**src/hdl/pet_pkg.sv**
```systemverilog
// Package for the priority eviction table: function codes, status codes and widths.
// Used by pet_store and priority_eviction_table; depends on nothing.
`default_nettype none
package pet_pkg;
   localparam int TOTAL_BITS = 37;
   localparam int TDATA_IN_BITS = 152;
   localparam int TDATA_OUT_BITS = 144;

   typedef enum logic [1:0] {
      FUNC_LOAD = 2'd0,
      FUNC_UNLOAD = 2'd1,
      FUNC_SETPRI = 2'd2,
      FUNC_SELECT = 2'd3
   } func_type;

   typedef enum logic [1:0] {
      STAT_OK = 2'd0,
      STAT_NOT_FOUND = 2'd1,
      STAT_FULL = 2'd2,
      STAT_RSVD = 2'd3
   } status_type;

   typedef struct packed {
      logic [1:0] status;
      logic cand_valid;
      logic [63:0] cand_key;
      logic [TOTAL_BITS-1:0] freed;
      logic last;
      logic [TOTAL_BITS-1:0] in_use;
   } rsp_type;
endpackage
`default_nettype wire

```
**src/hdl/pet_store.sv**
```systemverilog
// Entry memory of the eviction table: key, size and priority per slot.
// One write port, one read port with a registered read. Depends on pet_pkg.
`default_nettype none
module pet_store
   import pet_pkg::*;
#(
   parameter int ENTRIES = 32,
   parameter int KEY_BITS = 64,
   parameter int SIZE_BITS = 32,
   parameter int PRIORITY_BITS = 16,
   localparam int IDX_BITS = $clog2(ENTRIES),
   localparam int ROW_BITS = KEY_BITS + SIZE_BITS + PRIORITY_BITS
) (
   input wire logic clock,
   input wire logic wr_en,
   input wire logic [IDX_BITS-1:0] wr_addr,
   input wire logic [ROW_BITS-1:0] wr_data,
   input wire logic [IDX_BITS-1:0] rd_addr,
   output logic [ROW_BITS-1:0] rd_data
);
   logic [ROW_BITS-1:0] mem [ENTRIES];

   always_ff @(posedge clock) begin
      if (wr_en) begin
         mem[wr_addr] <= wr_data;
      end
      rd_data <= mem[rd_addr];
   end
endmodule
`default_nettype wire

```
**src/hdl/priority_eviction_table.sv**
```systemverilog
// Top level of the priority eviction table: sequencer, used bits and output register.
// Instantiates pet_store; depends on pet_pkg.
//
// Unload, set priority and a select with something to list walk the entry memory one
// slot per cycle; load, and a select with nothing to list, do not scan. Select makes
// one full scan of the memory read port per candidate emitted, and holds each result
// back while the result register still holds one the consumer has not taken. One item
// is worked at a time; the result register lets the next item be accepted and its scan
// start while a result waits.
`default_nettype none
module priority_eviction_table
   import pet_pkg::*;
#(
   parameter int TABLE_ENTRIES = 32,
   parameter int KEY_BITS = 64,
   parameter int SIZE_BITS = 32,
   parameter int PRIORITY_BITS = 16
) (
   input wire logic clock,
   input wire logic reset,
   input wire logic req_tvalid,
   output logic req_tready,
   // func[1:0], object_key[65:2], object_bytes[97:66], new_priority[113:98],
   // bytes_needed[150:114], zero fill
   input wire logic [TDATA_IN_BITS-1:0] req_tdata,
   output logic rsp_tvalid,
   input wire logic rsp_tready,
   // status[1:0], candidate_valid[2], candidate_key[66:3], freed_so_far[103:67],
   // bytes_in_use[140:104], zero fill
   output logic [TDATA_OUT_BITS-1:0] rsp_tdata,
   output logic rsp_tlast
);
   localparam int IDX_BITS = $clog2(TABLE_ENTRIES);
   localparam int CNT_BITS = $clog2(TABLE_ENTRIES + 1);
   localparam int ROW_BITS = KEY_BITS + SIZE_BITS + PRIORITY_BITS;
   localparam int LIMIT = 32;
   localparam int NBITS = 6;
   localparam logic [TOTAL_BITS-1:0] TOTAL_MAX = '1;

   typedef enum logic [2:0] {
      S_IDLE, S_SCAN, S_DONE, S_EMIT
   } state_type;

   state_type state_ff;
   func_type func_ff;
   logic [KEY_BITS-1:0] key_ff;
   logic [PRIORITY_BITS-1:0] pri_ff;
   logic [TOTAL_BITS-1:0] need_ff, freed_ff, total_ff;
   logic [TABLE_ENTRIES-1:0] used_ff, taken_ff;
   logic [CNT_BITS-1:0] addr_ff;
   logic [CNT_BITS-1:0] rd_idx_ff;
   logic rd_vld_ff;
   logic found_ff;
   logic [IDX_BITS-1:0] best_ff;
   logic [KEY_BITS-1:0] bkey_ff;
   logic [SIZE_BITS-1:0] bsize_ff;
   logic [PRIORITY_BITS-1:0] bpri_ff;
   logic [NBITS-1:0] count_ff;
   rsp_type out_ff;
   logic out_vld_ff;

   logic wr_en;
   logic [IDX_BITS-1:0] wr_addr;
   logic [ROW_BITS-1:0] wr_data, rd_data;
   logic [KEY_BITS-1:0] r_key;
   logic [SIZE_BITS-1:0] r_size;
   logic [PRIORITY_BITS-1:0] r_pri;
   logic [IDX_BITS-1:0] ridx;
   logic [IDX_BITS-1:0] free_idx;
   logic free_any;

   assign {r_key, r_size, r_pri} = rd_data;
   assign ridx = rd_idx_ff[IDX_BITS-1:0];

   always_comb begin
      free_any = 1'b0;
      free_idx = '0;
      for (int i = TABLE_ENTRIES - 1; i >= 0; i--) begin
         if (!used_ff[i]) begin
            free_any = 1'b1;
            free_idx = IDX_BITS'(i);
         end
      end
   end

   pet_store #(
      .ENTRIES(TABLE_ENTRIES), .KEY_BITS(KEY_BITS),
      .SIZE_BITS(SIZE_BITS), .PRIORITY_BITS(PRIORITY_BITS)
   ) u_store (
      .clock(clock), .wr_en(wr_en), .wr_addr(wr_addr), .wr_data(wr_data),
      .rd_addr(addr_ff[IDX_BITS-1:0]), .rd_data(rd_data)
   );

   logic can_out;
   logic out_fire;
   assign can_out = !out_vld_ff || rsp_tready;
   assign out_fire = can_out && (state_ff == S_DONE || state_ff == S_EMIT);
   assign req_tready = (state_ff == S_IDLE);
   assign rsp_tvalid = out_vld_ff;
   assign rsp_tlast = out_ff.last;
   assign rsp_tdata = TDATA_OUT_BITS'({out_ff.in_use, out_ff.freed, out_ff.cand_key,
                                       out_ff.cand_valid, out_ff.status});

   logic cand_better;
   logic cand_ok;
   always_comb begin
      cand_ok = rd_vld_ff && used_ff[ridx] && !taken_ff[ridx];
      cand_better = !found_ff || ($signed(r_pri) < $signed(bpri_ff)) ||
                    (r_pri == bpri_ff && r_size > bsize_ff);
   end

   logic [TOTAL_BITS:0] sum_w;
   logic [TOTAL_BITS-1:0] freed_next;
   always_comb begin
      sum_w = {1'b0, freed_ff} + (TOTAL_BITS+1)'(bsize_ff);
      freed_next = sum_w[TOTAL_BITS] ? TOTAL_MAX : sum_w[TOTAL_BITS-1:0];
   end

   logic [TOTAL_BITS:0] add_w;
   logic [TOTAL_BITS-1:0] load_total;
   always_comb begin
      add_w = {1'b0, total_ff} + (TOTAL_BITS+1)'(req_tdata[66 +: SIZE_BITS]);
      load_total = add_w[TOTAL_BITS] ? TOTAL_MAX : add_w[TOTAL_BITS-1:0];
   end

   logic scan_end;
   assign scan_end = rd_vld_ff && (rd_idx_ff == CNT_BITS'(TABLE_ENTRIES - 1));
   logic hit;
   assign hit = rd_vld_ff && used_ff[ridx] && r_key == key_ff && !found_ff;

   always_comb begin
      wr_en = 1'b0;
      wr_addr = free_idx;
      wr_data = {req_tdata[2 +: KEY_BITS], req_tdata[66 +: SIZE_BITS],
                 PRIORITY_BITS'(0)};
      if (state_ff == S_IDLE && req_tvalid &&
          func_type'(req_tdata[1:0]) == FUNC_LOAD && free_any) begin
         wr_en = 1'b1;
      end else if (state_ff == S_SCAN && func_ff == FUNC_SETPRI && hit) begin
         wr_en = 1'b1;
         wr_addr = ridx;
         wr_data = {r_key, r_size, pri_ff};
      end
   end

   always_ff @(posedge clock) begin
      if (reset) begin
         state_ff <= S_IDLE;
         used_ff <= '0;
         total_ff <= '0;
         out_vld_ff <= 1'b0;
         rd_vld_ff <= 1'b0;
      end else begin
         out_vld_ff <= out_fire || (out_vld_ff && !rsp_tready);
         unique case (state_ff)
            S_IDLE: begin
               if (req_tvalid) begin
                  func_ff <= func_type'(req_tdata[1:0]);
                  key_ff <= req_tdata[2 +: KEY_BITS];
                  pri_ff <= PRIORITY_BITS'($signed(req_tdata[113:98]));
                  need_ff <= req_tdata[150:114];
                  freed_ff <= '0;
                  count_ff <= '0;
                  taken_ff <= '0;
                  found_ff <= (func_type'(req_tdata[1:0]) == FUNC_LOAD) && free_any;
                  addr_ff <= '0;
                  rd_vld_ff <= 1'b0;
                  if (func_type'(req_tdata[1:0]) == FUNC_LOAD) begin
                     if (free_any) begin
                        used_ff[free_idx] <= 1'b1;
                        total_ff <= load_total;
                     end
                     state_ff <= S_EMIT;
                  end else if (func_type'(req_tdata[1:0]) == FUNC_SELECT &&
                               (req_tdata[150:114] == '0 || used_ff == '0)) begin
                     state_ff <= S_EMIT;
                  end else begin
                     state_ff <= S_SCAN;
                  end
               end
            end
            S_SCAN: begin
               if (addr_ff != CNT_BITS'(TABLE_ENTRIES)) addr_ff <= addr_ff + 1'b1;
               rd_vld_ff <= (addr_ff != CNT_BITS'(TABLE_ENTRIES));
               rd_idx_ff <= addr_ff;
               if (func_ff == FUNC_SELECT) begin
                  if (cand_ok && cand_better) begin
                     found_ff <= 1'b1;
                     best_ff <= ridx;
                     bkey_ff <= r_key;
                     bsize_ff <= r_size;
                     bpri_ff <= r_pri;
                  end
               end else if (hit) begin
                  found_ff <= 1'b1;
                  if (func_ff == FUNC_UNLOAD) begin
                     used_ff[ridx] <= 1'b0;
                     total_ff <= (total_ff >= TOTAL_BITS'(r_size)) ?
                                 total_ff - TOTAL_BITS'(r_size) : '0;
                  end
               end
               if (scan_end) state_ff <= S_DONE;
            end
            S_DONE: begin
               if (can_out) begin
                  rd_vld_ff <= 1'b0;
                  addr_ff <= '0;
                  if (func_ff == FUNC_SELECT) begin
                     // emit best; go on if more needed, below limit, entries left
                     taken_ff[best_ff] <= 1'b1;
                     freed_ff <= freed_next;
                     count_ff <= count_ff + 1'b1;
                     out_ff.status <= STAT_OK;
                     out_ff.cand_valid <= 1'b1;
                     out_ff.cand_key <= 64'(bkey_ff);
                     out_ff.freed <= freed_next;
                     out_ff.in_use <= total_ff;
                     found_ff <= 1'b0;
                     if (freed_next >= need_ff || count_ff == NBITS'(LIMIT - 1) ||
                         (used_ff & ~taken_ff) == (TABLE_ENTRIES'(1) << best_ff)) begin
                        out_ff.last <= 1'b1;
                        state_ff <= S_IDLE;
                     end else begin
                        out_ff.last <= 1'b0;
                        state_ff <= S_SCAN;
                     end
                  end else begin
                     out_ff.status <= found_ff ? STAT_OK : STAT_NOT_FOUND;
                     out_ff.cand_valid <= 1'b0;
                     out_ff.cand_key <= '0;
                     out_ff.freed <= '0;
                     out_ff.last <= 1'b1;
                     out_ff.in_use <= total_ff;
                     state_ff <= S_IDLE;
                  end
               end
            end
            S_EMIT: begin
               if (can_out) begin
                  out_ff.status <= (func_ff == FUNC_LOAD && !found_ff) ? STAT_FULL : STAT_OK;
                  out_ff.cand_valid <= 1'b0;
                  out_ff.cand_key <= '0;
                  out_ff.freed <= '0;
                  out_ff.last <= 1'b1;
                  out_ff.in_use <= total_ff;
                  state_ff <= S_IDLE;
               end
            end
            default: state_ff <= S_IDLE;
         endcase
      end
   end
endmodule
`default_nettype wire

```
**config.mk**
```make
export PLATFORM = sky130hd
export DESIGN_NAME = priority_eviction_table
export DESIGN_NICKNAME = d
export VERILOG_FILES = /design/src/hdl/pet_pkg.sv /design/src/hdl/pet_store.sv /design/src/hdl/priority_eviction_table.sv
export SDC_FILE = /design/constraint.sdc
export NUM_CORES = 2
export LEC_CHECK = 0
export BUFFER_PORTS_ARGS = -buffer_cell sky130_fd_sc_hd__buf_2
export CELL_PAD_IN_SITES_DETAIL_PLACEMENT = 2
export CELL_PAD_IN_SITES_GLOBAL_PLACEMENT = 2
export CORE_MARGIN = 10
export CORE_UTILIZATION = 30
export CTS_BUF_LIST = sky130_fd_sc_hd__clkbuf_4 sky130_fd_sc_hd__clkbuf_8
export CTS_CLUSTER_DIAMETER = 80
export CTS_CLUSTER_SIZE = 10
export DETAILED_ROUTE_END_ITERATION = 8
export GPL_ROUTABILITY_DRIVEN = 0
export PLACE_DENSITY = 0.53
export SLEW_MARGIN = 20
export SYNTH_ARGS = -nofsm -noshare
export SYNTH_HDL_FRONTEND = slang
export SYNTH_SLANG_ARGS = --single-unit
export TNS_END_PERCENT = 10
```
**constraint.sdc**
```tcl
create_clock -name clock -period 11.1 [get_ports clock]
set_input_delay 1.11 -clock clock [delete_from_list [all_inputs] [get_ports clock]]
set_output_delay 1.11 -clock clock [all_outputs]
set_load 0.1 [all_outputs]
```
==> summary.md <==
• Clock Sink Count: 4235
• CTS Root Buffer Type: sky130_fd_sc_hd__clkbuf_8
• Most common cell on crit path: sky130_fd_sc_hd__buf_4
• final hold viol count: 0
• clock transition at the registers of the reported paths: 0.08 ns
• internal reg-to-reg setup slack: 3.00 ns
• Pre-antenna DRT Iters: 5
• share of the cycle needed by the critical path after routing: 73.0%
• hold worst-path end: key_ff[33]$_DFFE_PP_
• most used cells in the layout excluding fill and tap cells: 4050 x sky130_fd_sc_hd__edfxtp_1, 1132 x sky130_fd_sc_hd__mux4_2, 477 x sky130_fd_sc_hd__clkbuf_8
• share of the yosys chip area belonging to registers: 74.5%
• Area growth syn-to-layout: 13.2%
• Setup TNS Final: 0 ns
• first-pass GRT wire length: 745000 µm
• Vias/cell: 5.07
• global routing usage summed across all routing layers: 17.4%
• antenna violations before repair: 47
• total via count in the routed design: 84003
• setup violation total in the final timing report: 0
• Synth async-reset ratio: 0%
• power density over cell area: 201 nW/µm²
• GRT overflow: 0
• delay contributed by the slowest stage of the critical path: 0.83 ns
• initial core utilization: 30.2%
• Bufs on Longest Clock Path: 4
• number of global-route vias before repair: 92864
• critical path peak fanout: 35
• placed cell areas: 180000 µm²
• mapped cell area: 168000 µm²
• routed wire length per instance: 31.9 µm
• normalized max-slew margin: 26.6%
• cell with the largest stage delay on the worst path: sky130_fd_sc_hd__nand4_1
• num ports: 303
• type of element launching the critical path: register
• first-iteration detailed-routing DRC count: 7405
• clock skew after layout: 0.146 ns
• worst reg2reg startpoint: key_ff[2]$_DFFE_PP_
• Crit path required time: 11.91 ns
• commonest register cell after synthesis: sky130_fd_sc_hd__edfxtp_1
• instance count along the most critical hold path: 1
• total placed cells including tap cells: 15645
• Crit Path Category: reg -> reg
• count of fill cells added during filler insertion: 54269
• pin count of the biggest net entering global routing: 132
• # Max-Cap Violations: 0
• die area: 591000 µm²
• run status: complete, no violations
• number of nets in the final layout: 9082
• R2R Path End: u_store.mem[7][32]$_DFFE_PP_
• Die Span Y: 769 µm
• number of remaining DRC errors: 0
• number of flops mapped to enable cells by yosys: 4050
• row count: 274
• number of antenna-violating nets in the routed design: 0
• final critical path time including I/O delays and setup: 8.10 ns
• clock latency reported for the late side of the worst-skew pair: 1.28 ns
• placed wire-length estimate after detailed placement: 304000 µm
• Finished Layout Cells: 16583
• total number of H-tree levels: 5
• cells traversed along the worst timing path: xnor2_1, buf_4, nand4_1, nor4_1, nand4_1, nor4b_4, and4_4, buf_4, or2_1, o21ai_1, or2_1, nor2_4, buf_4, buf_4
• total leakage power: 58.7 nW
• final design instance area without fill: 190000 µm²
• CTS tree: built
• mean post-synth cell area: 20.8 µm²
• type of destination of the critical path: register
• share of the core filled with cells in the final layout: 34.1%
• total CTS buffers: 473
• share of final-layout standard cells stronger than drive strength 1: 30.7%
• Netlist cell types: 89
• total wire length after detailed routing: 528000 µm
• number of resized instances in the post-cts repair step: 0
• transition time at the pin with the least slew margin: 1.09 ns
• count of pins over their slew limit: 0
• Placeable Area: 558000 µm²
• number of input and output port buffers inserted: 298
• leading cell type in the layout, fill and taps excluded: sky130_fd_sc_hd__edfxtp_1
• number of synthesized register bits: 4235
• number of warnings printed during yosys synthesis: 0
• peak supply drop: 0.145 mV
• Worst Reg2Reg Path Length in Cells: 14
• Die Wd: 769 µm
• Highest Clock Rate: 123 MHz
• Arrival @ worst endpoint: 8.91 ns
• startpoint of the most critical hold path: req_tdata[35]
• post-synthesis instance total: 8072
• unrepaired setup endpoints after global routing: false
• Worst Hold Class: in -> reg
• PnR Total Power: 38.3 mW
metrics by stage:
stage | worst slack (ns) | hold slack (ns)
after floorplan | 3.06 | 0.406
after global placement | 2.67 | 0.426
after detailed placement | 2.70 | 0.437
after CTS | 2.63 | 0.000265
after global routing | 2.78 | 0.0490
final | 3.00 | 0.145
area by class of cell:
type | instances | area [µm²] | area share [%]
timing repair buffer | 555 | 4080 | 2.14
clock inverter | 53 | 761 | 0.400
antenna | 12 | 30.0 | 0.0158
multi-input combinational | 3260 | 41000 | 21.6
tap | 7452 | 9320 | 4.90
sequential | 4235 | 125000 | 65.8
inverter | 210 | 791 | 0.415
clock buffer | 806 | 9030 | 4.75
cells in the mapped netlist (all sizes together) (37+ instances only):
cell	number	area, µm²
inv	210	788
clkbuf	233	875
nor2	207	787
mux4	1132	25500
a21oi	230	1150
nand2	132	495
dfxtp	185	3700
nor4	37	238
nand3	61	305
o21ai	148	741
edfxtp	4050	122000
mux2	213	2400
nand2b	48	300
nand4	57	357
nor3	42	210
xor2	39	342
xnor2	103	902
ha	188	2350
a21o	53	398
and2	115	719
o21a	53	407
nor2b	95	594
buf	136	579
where the power goes:
group	switching, mW	internal [mW]
registers	0.508	18.1
clock network	5.93	5.33
logic	4.92	3.48
sequential cells by signal, summed over array words and instances, names as in the netlist, 37 cells and up:
name,flops
rsp_tdata,141
u_store.mem,3584
bkey_ff,64
total_ff,37
freed_ff,37
key_ff,64
u_store.rd_data,112
need_ff,37
repair_timing:
action                    CTS  global route
buffers inserted            0             0
hold endpoints to repair   66             0
hold buffers               66             0
cell families after synthesis:
logic type | after synthesis | synth area share, %
other | 1 | 0.00223
buffers and inverters | 579 | 1.33
muxes | 1359 | 16.7
xor gates and xnor gates | 142 | 0.739
DFF | 4235 | 74.5
and+or+nand+nor | 879 | 2.76
AOI/OAI and AO/OA | 686 | 2.58
adders and majority gates | 191 | 1.43
metal layers:
| metal | global-route usage (%) | vias to the layer above | share of wire, % |
|---|---|---|---|
| li1 | - | 34695 | - |
| met1 | 24.1 | 46730 | 45 |
| met2 | 29.8 | 1922 | 49 |
| met3 | 1.85 | 646 | 3.9 |
| met4 | 3.51 | 10 | 2.1 |
| met5 | 0 | - | 0.013 |
worst max path at each step:
stage                             start                       endpoint  slack [ns]
floorplan                  req_tdata[1]   u_store.mem[12][0]$_DFFE_PP_        3.06
global placement    key_ff[2]$_DFFE_PP_   u_store.mem[0][89]$_DFFE_PP_        2.67
detailed placement  key_ff[2]$_DFFE_PP_  u_store.mem[31][62]$_DFFE_PP_        2.70
CTS                 key_ff[2]$_DFFE_PP_  u_store.mem[31][31]$_DFFE_PP_        2.63
global route        key_ff[2]$_DFFE_PP_  u_store.mem[31][31]$_DFFE_PP_        2.78
finish              key_ff[2]$_DFFE_PP_   u_store.mem[7][32]$_DFFE_PP_        3.00
worst max-delay path, delay by kind of cell, from the launching register on:
kind	cells	cell delay, ns
AND/OR/NAND/NOR	8	3.98
flip-flops	1	0.38
XOR/XNOR	1	0.79
buffers and inverters	4	2.32
AO/OA/AOI/OAI	1	0.10
Power figures use the tool's default switching activity.
